`config.mk`:
```
export PLATFORM = sky130hd
export DESIGN_NAME = uart_fifo_register_window
export DESIGN_NICKNAME = d
export VERILOG_FILES = /design/src/rtl/ufrw_pkg.sv /design/src/rtl/uart_fifo_register_window.sv /design/src/rtl/ufrw_ram.sv /design/src/rtl/ufrw_fifo.sv
export SDC_FILE = /design/constraint.sdc
export NUM_CORES = 2
export LEC_CHECK = 0
export BUFFER_PORTS_ARGS = -buffer_cell sky130_fd_sc_hd__buf_2
export CORE_ASPECT_RATIO = 0.6
export CORE_MARGIN = 10
export CORE_UTILIZATION = 63
export CTS_CLUSTER_DIAMETER = 50
export DETAILED_ROUTE_END_ITERATION = 7
export PLACE_DENSITY_LB_ADDON = 0.1
export SYNTH_ARGS = -nofsm -noshare
export SYNTH_HDL_FRONTEND = slang
export SYNTH_SLANG_ARGS = --single-unit
```
`constraint.sdc`:
```
create_clock -name clock -period 8.69 [get_ports clock]
set_clock_uncertainty 0.05 [all_clocks]
set_input_delay 0 -clock clock [delete_from_list [all_inputs] [get_ports clock]]
set_output_delay 0 -clock clock [all_outputs]
set_load 0.1 [all_outputs]
```
`src/rtl/ufrw_pkg.sv`:
```
// Shared types and constants of the UART FIFO register window.
package ufrw_pkg;

   typedef enum logic [1:0] {
      CMD_READ      = 2'd0,
      CMD_WRITE     = 2'd1,
      CMD_RX_ARRIVE = 2'd2,
      CMD_TX_DRAIN  = 2'd3
   } cmd_type;

   typedef enum logic [0:0] {
      ST_IDLE,
      ST_EXEC
   } state_type;

   localparam logic [2:0] OFF_CONTROL = 3'd3;
   localparam logic [2:0] OFF_RX_DATA = 3'd4;
   localparam logic [2:0] OFF_RX_SIZE = 3'd5;
   localparam logic [2:0] OFF_TX_DATA = 3'd6;
   localparam logic [2:0] OFF_TX_SIZE = 3'd7;

   localparam logic [7:0] CTRL_RESET = 8'h05;
   localparam logic [7:0] CTRL_WMASK = 8'h3F;
   localparam logic [7:0] CTRL_TXOVF = 8'h40;
   localparam logic [7:0] CTRL_RXOVF = 8'h80;

   typedef struct packed {
      logic rd_en;
      logic push;
      logic pop;
   } fifo_op_type;

   typedef struct packed {
      logic empty;
      logic full;
   } fifo_stat_type;

endpackage

```
`src/rtl/uart_fifo_register_window.sv`:
```
// Top level of the UART register window with receive and transmit FIFOs.
// The accepting cycle of an item reads the head entry of both FIFO memories, and in the
// execute state, once the output register is free or is being taken, the block updates the
// registers, pointers and memories and loads the result register. A new item is accepted
// only once the block is back in its idle state, so no item is taken before the last one has
// finished; the registered read data of the FIFO memories is why the work is split this way.
// A finished result waits in its output register while the next item is accepted.
module uart_fifo_register_window #(
   parameter int FIFO_DEPTH = 256
) (
   input  logic       clock,
   input  logic       reset,
   input  logic       req_valid,
   output logic       req_ready,
   input  logic [1:0] req_command,
   input  logic [2:0] req_reg_offset,
   input  logic [7:0] req_data_byte,
   output logic       rsp_valid,
   input  logic       rsp_ready,
   output logic [7:0] rsp_read_value,
   output logic       rsp_tx_valid,
   output logic [7:0] rsp_tx_byte,
   output logic       rsp_crlf_enable,
   output logic       rsp_flow_enable,
   output logic [1:0] rsp_charset_select
);
   import ufrw_pkg::*;

   localparam int CW   = $clog2(FIFO_DEPTH + 1);
   localparam int SATW = (CW > 8) ? CW : 8;

   function automatic logic [7:0] sat8(input logic [CW-1:0] v);
      logic [SATW-1:0] w;
      w = SATW'(v);
      return (w > SATW'(255)) ? 8'hFF : w[7:0];
   endfunction

   state_type  state_ff, state_in;
   cmd_type    cmd_ff;
   logic [2:0] off_ff;
   logic [7:0] data_ff;

   logic [7:0] ctrl_ff, ctrl_in;
   logic [7:0] rx_head_ff, rx_head_in;
   logic [7:0] rx_size_ff, rx_size_in;
   logic [7:0] tx_data_ff, tx_data_in;
   logic [7:0] tx_size_ff, tx_size_in;

   logic       rsp_valid_ff;
   logic [7:0] rsp_read_value_ff, rsp_read_value_in;
   logic       rsp_tx_valid_ff, rsp_tx_valid_in;
   logic [7:0] rsp_tx_byte_ff, rsp_tx_byte_in;
   logic [7:0] rsp_ctrl_ff;

   logic          accept;
   logic          finish;
   fifo_op_type   rx_op, tx_op;
   fifo_stat_type rx_stat, tx_stat;
   logic [7:0]    rx_head_data, tx_head_data;
   logic [CW-1:0] rx_count, tx_count;

   assign accept = req_valid && req_ready;

   always_comb begin
      state_in  = state_ff;
      req_ready = 1'b0;
      finish    = 1'b0;
      unique case (state_ff)
         ST_IDLE: begin
            req_ready = 1'b1;
            if (req_valid) begin
               state_in = ST_EXEC;
            end
         end
         ST_EXEC: begin
            if (!rsp_valid_ff || rsp_ready) begin
               finish   = 1'b1;
               state_in = ST_IDLE;
            end
         end
         default: begin
            state_in = ST_IDLE;
         end
      endcase
   end

   always_comb begin
      rx_op.rd_en = accept;
      tx_op.rd_en = accept;
      rx_op.pop   = finish && (cmd_ff == CMD_READ) && (off_ff == OFF_RX_DATA) && !rx_stat.empty;
      rx_op.push  = finish && (cmd_ff == CMD_RX_ARRIVE) && !rx_stat.full;
      tx_op.pop   = finish && (cmd_ff == CMD_TX_DRAIN) && !tx_stat.empty;
      tx_op.push  = finish && (cmd_ff == CMD_WRITE) && (off_ff == OFF_TX_DATA) && !tx_stat.full;
   end

   always_comb begin
      ctrl_in           = ctrl_ff;
      rx_head_in        = rx_head_ff;
      rx_size_in        = rx_size_ff;
      tx_data_in        = tx_data_ff;
      tx_size_in        = tx_size_ff;
      rsp_read_value_in = 8'h00;
      rsp_tx_valid_in   = 1'b0;
      rsp_tx_byte_in    = 8'h00;
      unique case (cmd_ff)
         CMD_READ: begin
            unique case (off_ff)
               OFF_CONTROL: begin
                  rsp_read_value_in = ctrl_ff;
                  ctrl_in           = ctrl_ff & CTRL_WMASK;
               end
               OFF_RX_DATA: begin
                  rsp_read_value_in = rx_head_ff;
                  if (rx_stat.empty) begin
                     rx_head_in = 8'h00;
                     rx_size_in = 8'h00;
                  end else begin
                     rx_head_in = rx_head_data;
                     rx_size_in = sat8(rx_count);
                  end
               end
               OFF_RX_SIZE: rsp_read_value_in = rx_size_ff;
               OFF_TX_DATA: rsp_read_value_in = tx_data_ff;
               OFF_TX_SIZE: rsp_read_value_in = tx_size_ff;
               default:     rsp_read_value_in = 8'h00;
            endcase
         end
         CMD_WRITE: begin
            if (off_ff == OFF_CONTROL) begin
               ctrl_in = data_ff & CTRL_WMASK;
            end else if (off_ff == OFF_TX_DATA) begin
               tx_data_in = data_ff;
               if (tx_stat.full) begin
                  ctrl_in = ctrl_ff | CTRL_TXOVF;
               end else begin
                  tx_size_in = sat8(CW'(tx_count + 1'b1));
               end
            end
         end
         CMD_RX_ARRIVE: begin
            if (rx_stat.full) begin
               ctrl_in = ctrl_ff | CTRL_RXOVF;
            end
         end
         CMD_TX_DRAIN: begin
            if (!tx_stat.empty) begin
               rsp_tx_valid_in = 1'b1;
               rsp_tx_byte_in  = tx_head_data;
               tx_size_in      = sat8(CW'(tx_count - 1'b1));
            end
         end
         default: begin
            ctrl_in = ctrl_ff;
         end
      endcase
   end

   always_ff @(posedge clock) begin
      if (reset) begin
         state_ff     <= ST_IDLE;
         ctrl_ff      <= CTRL_RESET;
         rx_head_ff   <= 8'h00;
         rx_size_ff   <= 8'h00;
         tx_data_ff   <= 8'h00;
         tx_size_ff   <= 8'h00;
         rsp_valid_ff <= 1'b0;
      end else begin
         state_ff <= state_in;
         if (finish) begin
            ctrl_ff      <= ctrl_in;
            rx_head_ff   <= rx_head_in;
            rx_size_ff   <= rx_size_in;
            tx_data_ff   <= tx_data_in;
            tx_size_ff   <= tx_size_in;
            rsp_valid_ff <= 1'b1;
         end else if (rsp_ready) begin
            rsp_valid_ff <= 1'b0;
         end
      end
   end

   always_ff @(posedge clock) begin
      if (accept) begin
         cmd_ff  <= cmd_type'(req_command);
         off_ff  <= req_reg_offset;
         data_ff <= req_data_byte;
      end
      if (finish) begin
         rsp_read_value_ff <= rsp_read_value_in;
         rsp_tx_valid_ff   <= rsp_tx_valid_in;
         rsp_tx_byte_ff    <= rsp_tx_byte_in;
         rsp_ctrl_ff       <= ctrl_in;
      end
   end

   ufrw_fifo #(
      .FIFO_DEPTH(FIFO_DEPTH)
   ) u_rx_fifo (
      .clock     (clock),
      .reset     (reset),
      .op        (rx_op),
      .push_data (data_ff),
      .head_data (rx_head_data),
      .count     (rx_count),
      .stat      (rx_stat)
   );

   ufrw_fifo #(
      .FIFO_DEPTH(FIFO_DEPTH)
   ) u_tx_fifo (
      .clock     (clock),
      .reset     (reset),
      .op        (tx_op),
      .push_data (data_ff),
      .head_data (tx_head_data),
      .count     (tx_count),
      .stat      (tx_stat)
   );

   assign rsp_valid          = rsp_valid_ff;
   assign rsp_read_value     = rsp_read_value_ff;
   assign rsp_tx_valid       = rsp_tx_valid_ff;
   assign rsp_tx_byte        = rsp_tx_byte_ff;
   assign rsp_crlf_enable    = rsp_ctrl_ff[0];
   assign rsp_flow_enable    = rsp_ctrl_ff[1];
   assign rsp_charset_select = rsp_ctrl_ff[3:2];

endmodule

```
`src/rtl/ufrw_ram.sv`:
```
// Generic single-write, single-read RAM with registered read data.
module ufrw_ram #(
   parameter int WIDTH = 8,
   parameter int DEPTH = 256
) (
   input  logic                     clock,
   input  logic                     wr_en,
   input  logic [$clog2(DEPTH)-1:0] wr_addr,
   input  logic [WIDTH-1:0]         wr_data,
   input  logic                     rd_en,
   input  logic [$clog2(DEPTH)-1:0] rd_addr,
   output logic [WIDTH-1:0]         rd_data
);

   logic [WIDTH-1:0] mem_ff [DEPTH];
   logic [WIDTH-1:0] rd_data_ff;

   always_ff @(posedge clock) begin
      if (wr_en) begin
         mem_ff[wr_addr] <= wr_data;
      end
      if (rd_en) begin
         rd_data_ff <= mem_ff[rd_addr];
      end
   end

   assign rd_data = rd_data_ff;

endmodule

```
`src/rtl/ufrw_fifo.sv`:
```
// Byte FIFO: read and write pointers, fill count and its storage RAM.
module ufrw_fifo #(
   parameter int FIFO_DEPTH = 256
) (
   input  logic                            clock,
   input  logic                            reset,
   input  ufrw_pkg::fifo_op_type           op,
   input  logic [7:0]                      push_data,
   output logic [7:0]                      head_data,
   output logic [$clog2(FIFO_DEPTH+1)-1:0] count,
   output ufrw_pkg::fifo_stat_type         stat
);
   import ufrw_pkg::*;

   localparam int PW = $clog2(FIFO_DEPTH);
   localparam int CW = $clog2(FIFO_DEPTH + 1);

   logic [PW-1:0] rd_ptr_ff, rd_ptr_in;
   logic [PW-1:0] wr_ptr_ff, wr_ptr_in;
   logic [CW-1:0] count_ff, count_in;

   always_comb begin
      rd_ptr_in = rd_ptr_ff;
      wr_ptr_in = wr_ptr_ff;
      count_in  = count_ff;
      if (op.push) begin
         wr_ptr_in = (wr_ptr_ff == PW'(FIFO_DEPTH - 1)) ? '0 : PW'(wr_ptr_ff + 1'b1);
         count_in  = CW'(count_ff + 1'b1);
      end
      if (op.pop) begin
         rd_ptr_in = (rd_ptr_ff == PW'(FIFO_DEPTH - 1)) ? '0 : PW'(rd_ptr_ff + 1'b1);
         count_in  = CW'(count_ff - 1'b1);
      end
   end

   always_ff @(posedge clock) begin
      if (reset) begin
         rd_ptr_ff <= '0;
         wr_ptr_ff <= '0;
         count_ff  <= '0;
      end else begin
         rd_ptr_ff <= rd_ptr_in;
         wr_ptr_ff <= wr_ptr_in;
         count_ff  <= count_in;
      end
   end

   ufrw_ram #(
      .WIDTH(8),
      .DEPTH(FIFO_DEPTH)
   ) u_ram (
      .clock   (clock),
      .wr_en   (op.push),
      .wr_addr (wr_ptr_ff),
      .wr_data (push_data),
      .rd_en   (op.rd_en),
      .rd_addr (rd_ptr_ff),
      .rd_data (head_data)
   );

   assign count      = count_ff;
   assign stat.empty = (count_ff == '0);
   assign stat.full  = (count_ff == CW'(FIFO_DEPTH));

endmodule
```
==> summary.md <==
| Metric | Value |
|---|---|
| Period Utilization, post-route | `0.586` |
| HPWL after DPL | `276,000 µm` |
| Core footprint | `263,000 µm²` |
| Power share of the sequential group | `0.569` |
| Failing checks | `capacitance limit, slew limit` |
| Gpl congestion | `0.935` |
| Vias post-DR | `87.0k` |
| Final core utilization | `0.691` |
| Period minus WS final | `5.09 ns` |
| Sw Share | `0.198` |
| Clk_lat worst skew | `0.93 ns` |
| CP arrival | `5.65 ns` |
| Ys async rst share | `0` |
| First-pass GRT wire length | `635,000 µm` |
| Register area share after synthesis | `0.759` |
| Biggest area consumer among synthesized cells | `edfxtp_1` |
| Total GRT Usage | `0.312` |
| Sw power | `7.84 mW` |
| WP data required | `9.25 ns` |
| Largest net degree at the start of global routing | `206` |
| Reg clk slew, reported paths | `0.07 ns` |
| Vias per cell | `7.20` |
| CTS tree | `built` |
| Post-DRT Antenna Nets | `0` |
| Synth-to-layout area growth | `9.33%` |
| Overflow after GRT | `0` |
| Worst vdd ir | `0.177 mV` |
| Main flop type after synthesis | `edfxtp_1` |
| H-tree Lvls | `5` |
| Worst Setup End Kind | `register` |
| DR WL/cell | `37.4 µm` |
| CP Class | `register to register` |
| Outcome | `complete, but fails checks` |
| Die area | `286,000 µm²` |
| Die Y | `418 µm` |
| Hold Crit Class | `input port to register` |
| Total CTS buffers | `370` |
| Worst slew margin | `-0.0421` |
| Placed insts | `11.4k` |
| CP Max Fanout | `101` |
| Antenna violations before repair | `23` |
| Initial DRC count | `14.7k` |
| Mapped Cells | `8,089` |
| Post-CTS Setup Bufs | `0` |
| Number of synthesized flops with an enable pin | `4,146` |
| TritonRoute pass-1 iters | `7` |
| Initial Util | `0.632` |
| #FFs+latches synth | `4,238` |
| Final setup vio count | `0` |
| Max-slew violations | `2` |
| Syn_area_per_cell | `20.6 µm²` |
| Root cell of the clock tree | `clkbuf_16` |
| Hold buffer count at cts | `33` |
| Ys Warns | `0` |
| Total Wirelength | `452,000 µm` |
| Die extent in x | `684 µm` |
| Post-synth cell types | `98` |
| Syn_nets | `8,128` |
| RSZ-0062 raised after global routing | `false` |
| Power per cell area | `217 nW/µm²` |
| Top-area cell type share of the netlist area | `0.748` |
| Fin cells | `12.1k` |
| Worst Max-Slew Pin Slew | `1.54 ns` |
| Boundary pin count | `40` |
| DRC viols | `0` |
| Max-cap viol count | `1` |
| Cell row count | `146` |
| Clk sinks | `4,238` |
| Vias in the first global route | `82.5k` |
| Cells resized by post-CTS repair | `0` |
| Final nets | `8,266` |
| CP startpoint kind | `register` |
| Layout cells sized above 1 | `0.199` |
| Logic pwr share | `0.014` |
| Mapped Area | `166,000 µm²` |
| Clk network pwr share | `0.417` |
| P_leak | `54.1 nW` |
| Filler cell count | `16.2k` |
| Ranking of synthesized cells by area | `edfxtp_1 75%, mux4_2 11%, mux2i_1 1.9%` |
| Hold Slack | `0.125 ns` |
| Cell-internal power | `31.7 mW` |
| Highest clock rate | `196 MHz` |
| Setup TNS | `0 ns` |
| Final hold viol count | `0` |
| Port Buffer Count | `39` |
| Clock Path Buffers | `4` |
| Total power | `39.5 mW` |
flip-flops by register name, summed over array words and instances, names as in the netlist, 2 cells and up:
register                 flops
u_rx_fifo.u_ram.mem_ff    2048
u_tx_fifo.u_ram.mem_ff    2048
u_rx_fifo.count              9
u_tx_fifo.count              9
ctrl_ff                      8
data_ff                      8
rsp_read_value               8
rsp_tx_byte                  8
rx_head_ff                   8
rx_size_ff                   8
tx_data_ff                   8
tx_size_ff                   8
u_rx_fifo.rd_ptr_ff          8
u_rx_fifo.u_ram.rd_data      8
u_rx_fifo.wr_ptr_ff          8
u_tx_fifo.rd_ptr_ff          8
u_tx_fifo.u_ram.rd_data      8
u_tx_fifo.wr_ptr_ff          8
rsp_ctrl_ff                  4
off_ff                       3
cmd_ff                       2
per-layer routing:
layer | routed length [µm] | track usage
met5 | 610 | 0.0114
met4 | 11500 | 0.0720
met3 | 81200 | 0.153
met2 | 177000 | 0.390
met1 | 181000 | 0.489
cells in the final DEF (no fill, tap or decap), drive strengths merged, types with 29 or more instances in the layout:
cell type,instances
a22o,39
mux2i,310
o221ai,49
inv,29
a21oi,165
nor2b,45
a211oi,47
clkinv,160
dlygate4sd3,33
nand3,77
bufinv,37
nor2,659
clkbuf,447
o21ai,106
buf,227
a221oi,63
o22ai,43
mux4,954
edfxtp,4146
a22oi,141
dfxtp,92
nor3,61
nand2,192
mux2,30
cell type report:
cell class	instances	area, µm²	area share
flip-flops and latches	4238	126000	0.694
repair buffers	261	2290	0.0126
clock inverters	212	1980	0.0109
diodes	17	42.5	0.000234
well taps	3552	4440	0.0244
multi-input cells	3330	36900	0.203
inverters	26	97.6	0.000536
clock buffers	446	9840	0.0541
logic make-up (layout without fill, tap and decap cells):
| kind of cell | after synthesis | count (layout) | share of synthesized area |
|---|---|---|---|
| other | 0 | 17 | 0 |
| AO/OA/AOI/OAI | 805 | 805 | 0.0340 |
| XOR/XNOR | 37 | 37 | 0.00195 |
| AND/OR/NAND/NOR | 1172 | 1172 | 0.0308 |
| multiplexers | 1294 | 1294 | 0.152 |
| adder cells (fa/ha/maj) | 22 | 22 | 0.00170 |
| flip-flops | 4238 | 4238 | 0.759 |
| buffers and inverters | 521 | 945 | 0.0202 |
worst paths after layout:
check | slack [ns] | cells past startpoint | to | startpoint
worst max-delay path | 3.60 | 6 | u_tx_fifo.u_ram.rd_data[7] | u_tx_fifo.rd_ptr_ff[0]
worst min-delay path | 0.12 | 4 | rsp_valid | rsp_ready
worst max register to register | 3.60 | 6 | u_tx_fifo.u_ram.rd_data[7] | u_tx_fifo.rd_ptr_ff[0]
worst min register to register | 0.41 | 2 | tx_size_ff[6] | tx_size_ff[6]
metrics by stage:
stage,instance area [µm²],setup WS [ns]
5_1_grt,182000,3.51
6_report,182000,3.60
4_1_cts,182000,3.68
2_1_floorplan,166000,0.998
3_5_place_dp,170000,3.70
3_3_place_gp,170000,2.92
critical path, cell delays in order, from the launching register on:
cell      delay (ns)
dfxtp_4         0.80
buf_12          0.64
buf_4           0.65
mux4_2          0.62
mux4_2          0.52
o311ai_0        1.24
a211oi_2        0.17
power by group through the flow:
stage	Clock, mW	Sequential (mW)	Combinational [mW]
floorplan	0	23.3	0.0635
global placement	0	22.9	0.500
detailed placement	0	22.9	0.532
CTS	16.6	22.5	0.541
global route	17.4	22.5	0.579
finish	16.5	22.5	0.549
Yosys cell counts, drive strengths merged (11+ instances only):
cell        n
mux2       30
nand2     192
nand2b     14
a211oi     47
o21ai     106
edfxtp   4146
nor2      659
mux4      954
buf       325
o22ai      43
clkbuf    168
inv        21
nor4       19
a22oi     141
nor2b      45
nand3      77
a221oi     63
o221ai     49
a2111oi    20
o211ai     11
nor3       61
xnor2      20
a31oi      23
o311ai     12
a21oi     165
mux2i     310
xor2       17
dfxtp      92
ha         21
a22o       39
and2       18
nor3b      11
nand4      24
Note: power is estimated with default switching activity, not from simulation.
